## src/nps_pkg.sv

```systemverilog
// Shared types and codes for the non-preemptive priority scheduler.
// No dependencies.
package nps_pkg;

	localparam logic OP_ARRIVE = 1'b0;
	localparam logic OP_TICK   = 1'b1;

	typedef struct packed {
		logic [7:0]  id;
		logic [31:0] arrival;
		logic [15:0] burst;
		logic [7:0]  prio;
	} job_t;

endpackage

```

## src/nonpreemptive_priority_scheduler.sv

```systemverilog
// Non-preemptive priority scheduler: ready-job memory, dispatch scan, run and finish logic.
// Depends on nps_pkg.
//
// An item is taken with start while busy is low. An arrival is answered in the next cycle.
// A tick while a job runs passes through ST_TICK, and through ST_FIN_TA, ST_FIN_WT and
// ST_FIN_SUM as well when that job finishes. A tick with no job running first scans the
// ready memory, one slot read per cycle, then passes ST_SCAN_END and ST_DISPATCH; when a
// job is dispatched, it goes on as a tick while a job runs. Each item gives one result,
// marked by done for one cycle. done can come in the same cycle that the next item is
// taken. Results are never held back and must be taken when done is high.
module nonpreemptive_priority_scheduler #(
	parameter int READY_SLOTS = 16
) (
	input  logic        clk,
	input  logic        arst_n,
	input  logic        start,
	output logic        busy,
	input  logic        opcode,
	input  logic [7:0]  job_id,
	input  logic [31:0] arrival_time,
	input  logic [15:0] burst_length,
	input  logic [7:0]  job_priority,
	output logic        done,
	output logic        accepted,
	output logic        running_valid,
	output logic [7:0]  running_id,
	output logic        finished,
	output logic [31:0] finish_tick,
	output logic [31:0] turnaround,
	output logic [31:0] waiting,
	output logic [47:0] turnaround_sum,
	output logic [47:0] waiting_sum,
	output logic [31:0] dispatch_count,
	output logic [31:0] time_now
);
	import nps_pkg::*;

	localparam int SW = $clog2(READY_SLOTS);

	typedef enum logic [2:0] {
		ST_IDLE, ST_SCAN, ST_SCAN_END, ST_DISPATCH, ST_TICK, ST_FIN_TA, ST_FIN_WT, ST_FIN_SUM
	} state_t;

	state_t                 state_q;
	logic [READY_SLOTS-1:0] valid_q;
	logic                   run_q;
	job_t                   cur_q;
	logic [15:0]            rem_q;
	logic [31:0]            tick_q;
	logic [47:0]            sum_ta_q;
	logic [47:0]            sum_wt_q;
	logic [31:0]            dispatched_q;
	logic [SW-1:0]          cnt_q;
	logic                   found_q;
	job_t                   best_q;
	logic [SW-1:0]          best_idx_q;
	logic [31:0]            ta_q;
	logic [31:0]            wt_q;

	logic                   done_q;
	logic                   accepted_q;
	logic                   running_valid_q;
	logic [7:0]             running_id_q;
	logic                   finished_q;
	logic [31:0]            finish_tick_q;
	logic [31:0]            turnaround_q;
	logic [31:0]            waiting_q;

	job_t                   ready_mem [READY_SLOTS];
	job_t                   rd_job_s1;
	logic [SW-1:0]          rd_idx_s1;
	logic                   rd_chk_s1;

	logic                   take;
	logic                   free_found;
	logic [SW-1:0]          free_idx;
	logic                   mem_we;
	job_t                   wr_job;
	logic                   better;

	assign take = start && !busy;

	always_comb begin
		free_found = 1'b0;
		free_idx   = '0;
		for (int i = READY_SLOTS - 1; i >= 0; i--) begin
			if (!valid_q[i]) begin
				free_found = 1'b1;
				free_idx   = SW'(i);
			end
		end
	end

	assign mem_we = take && (opcode == OP_ARRIVE) && free_found && (burst_length != 16'd0);
	assign wr_job = '{id: job_id, arrival: arrival_time, burst: burst_length,
		prio: job_priority};

	assign better = !found_q || (rd_job_s1.prio < best_q.prio) ||
		((rd_job_s1.prio == best_q.prio) && (rd_job_s1.arrival < best_q.arrival));

	always_ff @(posedge clk) begin
		if (mem_we) begin
			ready_mem[free_idx] <= wr_job;
		end
		rd_job_s1 <= ready_mem[cnt_q];
		rd_idx_s1 <= cnt_q;
	end

	always_ff @(posedge clk or negedge arst_n) begin
		if (!arst_n) begin
			state_q      <= ST_IDLE;
			valid_q      <= '0;
			run_q        <= 1'b0;
			rem_q        <= '0;
			tick_q       <= '0;
			sum_ta_q     <= '0;
			sum_wt_q     <= '0;
			dispatched_q <= '0;
			cnt_q        <= '0;
			found_q      <= 1'b0;
			rd_chk_s1    <= 1'b0;
			done_q       <= 1'b0;
		end else begin
			done_q    <= 1'b0;
			rd_chk_s1 <= 1'b0;
			if (rd_chk_s1 && better) begin
				found_q    <= 1'b1;
				best_q     <= rd_job_s1;
				best_idx_q <= rd_idx_s1;
			end
			unique case (state_q)
				ST_IDLE: begin
					if (take) begin
						if (opcode == OP_ARRIVE) begin
							if (mem_we) begin
								valid_q[free_idx] <= 1'b1;
							end
							done_q          <= 1'b1;
							accepted_q      <= mem_we;
							running_valid_q <= 1'b0;
							running_id_q    <= '0;
							finished_q      <= 1'b0;
							finish_tick_q   <= '0;
							turnaround_q    <= '0;
							waiting_q       <= '0;
						end else if (run_q) begin
							state_q <= ST_TICK;
						end else begin
							cnt_q   <= '0;
							found_q <= 1'b0;
							state_q <= ST_SCAN;
						end
					end
				end
				ST_SCAN: begin
					rd_chk_s1 <= valid_q[cnt_q];
					if (cnt_q == SW'(READY_SLOTS - 1)) begin
						state_q <= ST_SCAN_END;
					end else begin
						cnt_q <= cnt_q + 1'b1;
					end
				end
				ST_SCAN_END: begin
					state_q <= ST_DISPATCH;
				end
				ST_DISPATCH: begin
					if (found_q) begin
						valid_q[best_idx_q] <= 1'b0;
						cur_q               <= best_q;
						rem_q               <= best_q.burst;
						run_q               <= 1'b1;
						dispatched_q        <= dispatched_q + 32'd1;
						state_q             <= ST_TICK;
					end else begin
						tick_q          <= tick_q + 32'd1;
						done_q          <= 1'b1;
						accepted_q      <= 1'b0;
						running_valid_q <= 1'b0;
						running_id_q    <= '0;
						finished_q      <= 1'b0;
						finish_tick_q   <= '0;
						turnaround_q    <= '0;
						waiting_q       <= '0;
						state_q         <= ST_IDLE;
					end
				end
				ST_TICK: begin
					rem_q  <= rem_q - 16'd1;
					tick_q <= tick_q + 32'd1;
					if (rem_q == 16'd1) begin
						state_q <= ST_FIN_TA;
					end else begin
						done_q          <= 1'b1;
						accepted_q      <= 1'b0;
						running_valid_q <= 1'b1;
						running_id_q    <= cur_q.id;
						finished_q      <= 1'b0;
						finish_tick_q   <= '0;
						turnaround_q    <= '0;
						waiting_q       <= '0;
						state_q         <= ST_IDLE;
					end
				end
				ST_FIN_TA: begin
					ta_q    <= tick_q - cur_q.arrival;
					state_q <= ST_FIN_WT;
				end
				ST_FIN_WT: begin
					wt_q    <= (ta_q > {16'd0, cur_q.burst}) ? ta_q - {16'd0, cur_q.burst} : '0;
					state_q <= ST_FIN_SUM;
				end
				ST_FIN_SUM: begin
					sum_ta_q        <= sum_ta_q + {16'd0, ta_q};
					sum_wt_q        <= sum_wt_q + {16'd0, wt_q};
					run_q           <= 1'b0;
					done_q          <= 1'b1;
					accepted_q      <= 1'b0;
					running_valid_q <= 1'b1;
					running_id_q    <= cur_q.id;
					finished_q      <= 1'b1;
					finish_tick_q   <= tick_q;
					turnaround_q    <= ta_q;
					waiting_q       <= wt_q;
					state_q         <= ST_IDLE;
				end
				default: begin
					state_q <= ST_IDLE;
				end
			endcase
		end
	end

	assign busy           = (state_q != ST_IDLE);
	assign done           = done_q;
	assign accepted       = accepted_q;
	assign running_valid  = running_valid_q;
	assign running_id     = running_id_q;
	assign finished       = finished_q;
	assign finish_tick    = finish_tick_q;
	assign turnaround     = turnaround_q;
	assign waiting        = waiting_q;
	assign turnaround_sum = sum_ta_q;
	assign waiting_sum    = sum_wt_q;
	assign dispatch_count = dispatched_q;
	assign time_now       = tick_q;

	a_done_has_cause: assert property (@(posedge clk) disable iff (!arst_n)
		done |-> $past(state_q != ST_IDLE || (start && !busy)))
		else $error("result strobe without an item in flight");

	a_finish_runs: assert property (@(posedge clk) disable iff (!arst_n)
		(done && finished) |-> (running_valid && !run_q))
		else $error("finished job not reported as running or still marked running");

	a_full_refused: assert property (@(posedge clk) disable iff (!arst_n)
		(take && opcode == OP_ARRIVE && (&valid_q)) |=> (done && !accepted))
		else $error("arrival stored into a full ready memory");

	a_dispatch_step: assert property (@(posedge clk) disable iff (!arst_n)
		(dispatched_q != $past(dispatched_q)) |-> (run_q && state_q == ST_TICK))
		else $error("dispatch count moved without a dispatch");

endmodule

```

## config.mk

```make
export PLATFORM = sky130hd
export DESIGN_NAME = nonpreemptive_priority_scheduler
export DESIGN_NICKNAME = d
export VERILOG_FILES = /design/src/nps_pkg.sv /design/src/nonpreemptive_priority_scheduler.sv
export SDC_FILE = /design/constraint.sdc
export NUM_CORES = 2
export LEC_CHECK = 0
export BUFFER_PORTS_ARGS = -buffer_cell sky130_fd_sc_hd__buf_4
export CELL_PAD_IN_SITES_DETAIL_PLACEMENT = 0
export CELL_PAD_IN_SITES_GLOBAL_PLACEMENT = 1
export CORE_UTILIZATION = 50
export DETAILED_ROUTE_END_ITERATION = 8
export PLACE_DENSITY_LB_ADDON = 0.1
export RECOVER_POWER = 100
export SLEW_MARGIN = 0
export SYNTH_ARGS = -nofsm -noshare
export SYNTH_HDL_FRONTEND = slang
export SYNTH_SLANG_ARGS = --single-unit
export TNS_END_PERCENT = 50
```

## constraint.sdc

```tcl
create_clock -name clk -period 8.5 [get_ports clk]
set_input_delay 1.7 -clock clk [delete_from_list [all_inputs] [get_ports clk]]
set_output_delay 1.7 -clock clk [all_outputs]
set_load 0.03 [all_outputs]
```

# Word level (Yosys, flattened, before mapping)
# Memory sizes are Yosys's and may differ from the RTL's. A register that Yosys moved wholly into a read port is not among the register bits.
# Cells that the tools add are included.
[totals]
output_inout_bits = 269
input_bits = 68
ramBits = 1024
word_cells = 199
mem_count = 1
ff_bits = 502
[op_classes]
n_eq_ne = 20
n_reduce_logical = 32
n_lt_le_gt_ge = 8
n_mux = 96
bitwise = 4
n_addsub = 8
[memory_table]
columns = ["name", "depth", "width", "read_ports", "rd_clocked_by_memory_dff", "write_ports", "line", "source"]
rows = [
  ["ready_mem", 16, 64, 1, 1, 1, "nonpreemptive_priority_scheduler.sv:69", "job_t ready_mem [READY_SLOTS];"],
]
[op_table]
columns = ["op", "n"]
rows = [
  ["32-bit one-hot mux with 4 select lines", 3],
  ["32-bit 2-to-1 mux", 5],
  ["48-bit by 32-bit adder with 48-bit output", 2],
  ["16-bit 2-to-1 mux", 5],
  ["4-bit 2-to-1 mux", 20],
  ["32-bit by 1-bit adder with 32-bit output (second input constant)", 2],
  ["16-bit one-hot mux with 2 select lines", 2],
  ["32-bit one-hot mux with 2 select lines", 1],
  ["1-bit 2-to-1 mux", 39],
  ["32-bit by 16-bit > comparator with 1-bit output", 1],
  ["32-bit less-than comparator", 1],
  ["8-bit 2-to-1 mux", 4],
  ["8-bit one-hot mux with 4 select lines", 1],
  ["32-bit by 16-bit subtractor with 32-bit output", 1],
  ["32-bit subtractor", 1],
  ["3-bit one-hot mux with 8 select lines", 1],
  ["2-bit != test (second input constant)", 10],
  ["3-bit 2-to-1 mux", 6],
  ["16-bit bitwise AND", 1],
  ["16-bit by 1-bit equality test with 1-bit output (second input constant)", 1],
  ["16-bit inverter", 1],
  ["16-bit OR", 1],
  ["1-bit one-hot mux with 4 select lines", 4],
  ["16-bit nonzero test", 1],
  ["other kinds (26)", 54],
]

# Depth between registers and ports, before layout
[logic_depth]
word_depth = 25
ltp_mapped = 12
mapped_depth_nobuf = 11

# Least setup slack after synthesis
# No wires, ideal clock.
[synth_timing]
path_type = "in2reg"
start = "input port opcode"
end = "register accepted_q (netlist: accepted), enable pin"
slack_ps = 735
setup_time_ps = 609
n_path_buf = 0
path_stages = 3
required_ps = 7891
arrival_time_ps = 7156
cell_sequence = "nor3b_1 o21ai_0 a21oi_1"
[synth_between]
elab_chain_cells = 2
[synth_lines]
columns = ["element", "line", "source"]
rows = [
  ["from (decl)", "nonpreemptive_priority_scheduler.sv:18", "input logic opcode,"],
  ["2-bit != test (no source line)", "-", ""],
  ["6-bit AND reduction (no source line)", "-", ""],
  ["to (signal assigned)", "nonpreemptive_priority_scheduler.sv:139", "accepted_q <= mem_we;"],
  ["to (decl)", "nonpreemptive_priority_scheduler.sv:61", "logic accepted_q;"],
]
# No other way between the ends.
# A chain may end at the register's enable or synchronous reset.

# Final worst setup path
[layout_timing]
start = "input port burst_length[12]"
end = "memory ready_mem[3][22] (netlist name), enable pin"
[layout_between]
elab_chain_cells = 4
[layout_lines]
columns = ["element", "line", "source"]
rows = [
  ["from (decl)", "nonpreemptive_priority_scheduler.sv:21", "input logic [15:0] burst_length,"],
  ["16-bit nonzero test", "nonpreemptive_priority_scheduler.sv:94", "assign mem_we = take && (opcode == OP_ARRIVE) && free_found && (burst_length != 16'd0);"],
  ["1-bit logical AND", "nonpreemptive_priority_scheduler.sv:94", ""],
  ["1-bit 2-to-1 mux", "nonpreemptive_priority_scheduler.sv:102", "if (mem_we) begin"],
  ["1-bit 2-to-1 mux (not written as such)", "nonpreemptive_priority_scheduler.sv:103", "ready_mem[free_idx] <= wr_job;"],
  ["to (decl)", "nonpreemptive_priority_scheduler.sv:69", ""],
]
# No other way between the ends.

==> impl_results.rst <==
.. list-table::
   :header-rows: 1

   * - Metric
     - Value
   * - Setup repair after global routing missed its margin
     - false
   * - Die Y
     - 366 um
   * - Core region area
     - 131000 um^2
   * - Global-route wire length before repair
     - about 240 mm
   * - Primary flip-flop cell chosen by synthesis mapping
     - sky130_fd_sc_hd__edfxtp_1
   * - Post-placement cell area
     - about 71000 um^2
   * - Die boundary width
     - 366 um
   * - Vias
     - 38100
   * - Cell depth of the worst setup path
     - 7
   * - Max Clk Rate
     - 155 MHz
   * - Total setup violations reported at the end of the flow
     - 0
   * - Full die area
     - 134000 um^2
   * - Total I/O pin count
     - 337
   * - Number of port buffers
     - 336
   * - DRC violation total after the first TritonRoute iteration
     - between 2000 and 3000
   * - Most common library cell in the layout ignoring fill and taps
     - sky130_fd_sc_hd__edfxtp_1
   * - TritonCTS clock tree
     - done
   * - Final-layout worst hold slack
     - between 0.3 and 0.4 ns
   * - Total power per unit cell area
     - 323 nW/um^2
   * - Post-synth EDFFs
     - 1319
   * - Number of levels in the clock H-tree
     - 4
   * - Max-Slew Margin vs Limit
     - -138%
   * - Effective utilization at floorplan
     - 50.4%
   * - Number of hold-slack violations in the final timing report
     - 0
   * - Yosys warns
     - 0
   * - Number of nets at the end of the flow
     - 4990
   * - Total negative setup slack
     - 0 ns
   * - Non-filler cells in the finished layout
     - 6665
   * - Classification of the worst-slack hold path
     - register to register
   * - Storage cell area
     - 46000 um^2
   * - Setup crit end
     - ready_mem[3][22]
   * - Static leakage power
     - roughly 27 nW
   * - CTS Buf Count
     - 166
   * - Max-cap violations
     - 33
   * - Status
     - complete, but fails checks
   * - Drt total wl
     - 162 mm
   * - Post-synthesis instance total
     - approximately 4400
   * - Final max-slew violation count
     - between 1000 and 1500
   * - Highest-delay cell along the critical path
     - sky130_fd_sc_hd__nor2_1
   * - Share of synthesized area occupied by flip-flops and latches
     - 69.4%
   * - CP startpoint
     - burst_length[12]
   * - Vias in the first global route
     - 37800
   * - Crit-path max cell delay
     - approximately 2.3 ns
   * - Detailed placement HPWL
     - 103 mm
   * - Startpoint-to-endpoint class of the critical path
     - input pin to register
   * - Clk_skew
     - around 0.027 ns
   * - Post-cts repair resize count
     - 0
   * - Final non-filler cell area
     - 75200 um^2
   * - Source of the worst register-to-register timing path
     - cnt_q[1]
   * - Fraction of registers with async set/reset
     - between 10% and 20%
   * - Drt via density
     - ~5.7
   * - Delay-heaviest family, CP
     - simple AND/OR/NAND/NOR gates
   * - Cell variety after synth
     - between 70 and 80
   * - Worst reg-to-reg path cell count
     - 7
   * - Root Driver
     - sky130_fd_sc_hd__clkbuf_16
   * - Total routing resource utilization after global routing
     - 24.1%
   * - Synthesized cell area
     - 66300 um^2
   * - Crit path required time
     - between 8 and 9 ns
   * - Critical Path Source Type
     - input pin
   * - Setup repair bufs after CTS
     - 0
   * - Crit Reg-Reg Endpoint
     - rd_job_s1[19]
   * - Remaining antenna violation count after routing
     - 0
   * - Overall power after layout
     - 0.0243 W
   * - Register-to-Register Setup Slack
     - 2.15 ns
   * - IR Drop Worst-Case VDD
     - 0.272 mV
   * - Crit path time final
     - 6.45 ns
   * - Share of post-route cells with drive strength above 1
     - 10.6%
   * - Worst setup EP type
     - register
   * - Worst hold path stage count
     - 0
   * - Critical path peak fanout
     - 40
   * - Antenna violations before repair
     - 17
   * - Number of remaining DRC errors
     - 0
   * - Std cell rows
     - 133
   * - Global-route congestion overflow total
     - 0
   * - Flop and latch count out of synthesis
     - 1590
   * - Worst slew pin tran
     - 3.57 ns
   * - Count of TritonRoute iterations in the first routing pass
     - 5
   * - Placed insts
     - 6350
   * - Gp weighted congestion
     - approximately 0.90
   * - Syn_nets
     - between 4000 and 5000
   * - Crit path cell chain
     - clkbuf_1 -> nor4_1 -> nand4_1 -> nand4bb_1 -> nand2b_1 -> nor2_1 -> buf_4
   * - Final worst path period share
     - about 76%
   * - Highest-count cells in the layout ignoring fill and taps
     - sky130_fd_sc_hd__edfxtp_1 (1319), sky130_fd_sc_hd__clkbuf_1 (406), sky130_fd_sc_hd__o21ai_0 (292)
   * - Number of sinks on the clock net
     - 1590
   * - Data arrival time of the critical path
     - 6.88 ns
   * - Clock-pin slew on the worst setup and hold paths
     - 0.06 ns
   * - Layout Area Growth over Synthesis
     - 13.4%
   * - Violations in the final reports
     - capacitance limit, slew limit
   * - Post-Syn Area per Cell
     - around 15 um^2
   * - Routed wire per std cell
     - around 24 um
   * - Maximum number of pins on one net before global-route repair
     - 124
   * - Combined buffer and inverter count along the critical path
     - 2
   * - Insertion delay of the later-clocked pin in the worst-skew pair
     - 0.80 ns
   * - CTS Hold Buffers Added
     - 0
   * - Area used by multi-input combinational logic
     - 19200 um^2
   * - Fillcell total
     - 10600
   * - Clock buffer depth
     - 3
## sequential cells by signal, indices dropped and copies added (netlist names), 32 cells and up
name            cells
finish_tick        32
rd_job_s1          64
dispatch_count     32
wt_q               32
time_now           32
cur_q              56
waiting            32
ready_mem        1024
waiting_sum        48
ta_q               32
best_q             64
turnaround         32
turnaround_sum     48
## layer usage
metal  vias to the layer above  routed length (um)  global-route usage, %
li1                      17700                   -                      -
met4                        12                3990                   7.34
met3                       248                8330                   3.81
met5                         -                  69                      0
met2                      1075               79800                   40.3
met1                     19100               69800                   32.6
## cells in the mapped netlist, types with 66 or more instances
| master | instances | share of area [%] |
|---|---|---|
| sky130_fd_sc_hd__dfrtp_1 | 203 | 7.7 |
| sky130_fd_sc_hd__ha_1 | 155 | 2.9 |
| sky130_fd_sc_hd__a221oi_1 | 68 | 0.90 |
| sky130_fd_sc_hd__nand2_1 | 266 | 1.5 |
| sky130_fd_sc_hd__nand3_1 | 68 | 0.51 |
| sky130_fd_sc_hd__a21oi_1 | 183 | 1.4 |
| sky130_fd_sc_hd__mux4_2 | 133 | 4.5 |
| sky130_fd_sc_hd__dfxtp_1 | 68 | 2.1 |
| sky130_fd_sc_hd__xor2_1 | 71 | 0.94 |
| sky130_fd_sc_hd__edfxtp_1 | 1319 | 60 |
| sky130_fd_sc_hd__xnor2_1 | 115 | 1.5 |
| sky130_fd_sc_hd__and2_1 | 99 | 0.93 |
| sky130_fd_sc_hd__a22oi_1 | 66 | 0.75 |
| sky130_fd_sc_hd__mux2_2 | 68 | 1.2 |
| sky130_fd_sc_hd__o21ai_0 | 291 | 2.2 |
| sky130_fd_sc_hd__mux2i_1 | 199 | 3.0 |
| sky130_fd_sc_hd__nor2_1 | 171 | 0.97 |
| sky130_fd_sc_hd__clkbuf_1 | 125 | 0.71 |
| sky130_fd_sc_hd__inv_1 | 134 | 0.76 |
## layout make-up
class                      count  share of cell area (%)
antenna                        1                 0.00333
clock buffer                 239                    6.31
clock inverter                75                    1.20
inverter                     134                   0.669
multi-input combinational   2473                    25.5
sequential                  1590                    61.2
tap                         1755                    2.92
timing repair buffer         398                    2.20
## power breakdown
group / internal (W) / switching, W
clock: 0.00437 / 0.00303
combinational: 0.00251 / 0.00424
sequential: 0.00938 / 0.000790
total: 0.0163 / 0.00806
## cell families (layout without fill, tap and decap cells)
| group | Yosys count | count (layout) | synth area share, % |
|---|---|---|---|
| adder cells (fa/ha/maj) | 159 | 159 | 3.05 |
| XOR/XNOR | 186 | 186 | 2.46 |
| flip-flops | 1590 | 1590 | 69.4 |
| AND/OR/NAND/NOR | 865 | 865 | 6.47 |
| other | 0 | 1 | 0 |
| multiplexers | 400 | 400 | 8.67 |
| buffers and inverters | 298 | 846 | 1.71 |
| AO/OA/AOI/OAI | 863 | 863 | 8.20 |
## stage by stage
step	util, %	setup WS, ns
final	57.2	2.05
after global routing	57.2	1.73
after CTS	58.4	3.62
after detailed placement	54.1	2.77
after global placement	54.1	2.89
after floorplan	-	0.735
## worst min-delay path by stage
stage | startpoint | endpoint | slack (ns)
6_report | rd_idx_s1[1] | best_idx_q[1] | 0.40
5_1_grt | rd_idx_s1[0] | best_idx_q[0] | 0.41
4_1_cts | rd_idx_s1[1] | best_idx_q[1] | 0.40
3_5_place_dp | rd_idx_s1[1] | best_idx_q[1] | 0.39
3_3_place_gp | rd_idx_s1[1] | best_idx_q[1] | 0.39
2_1_floorplan | cnt_q[2] | rd_idx_s1[2] | 0.35
Power figures use the tool's default switching activity.
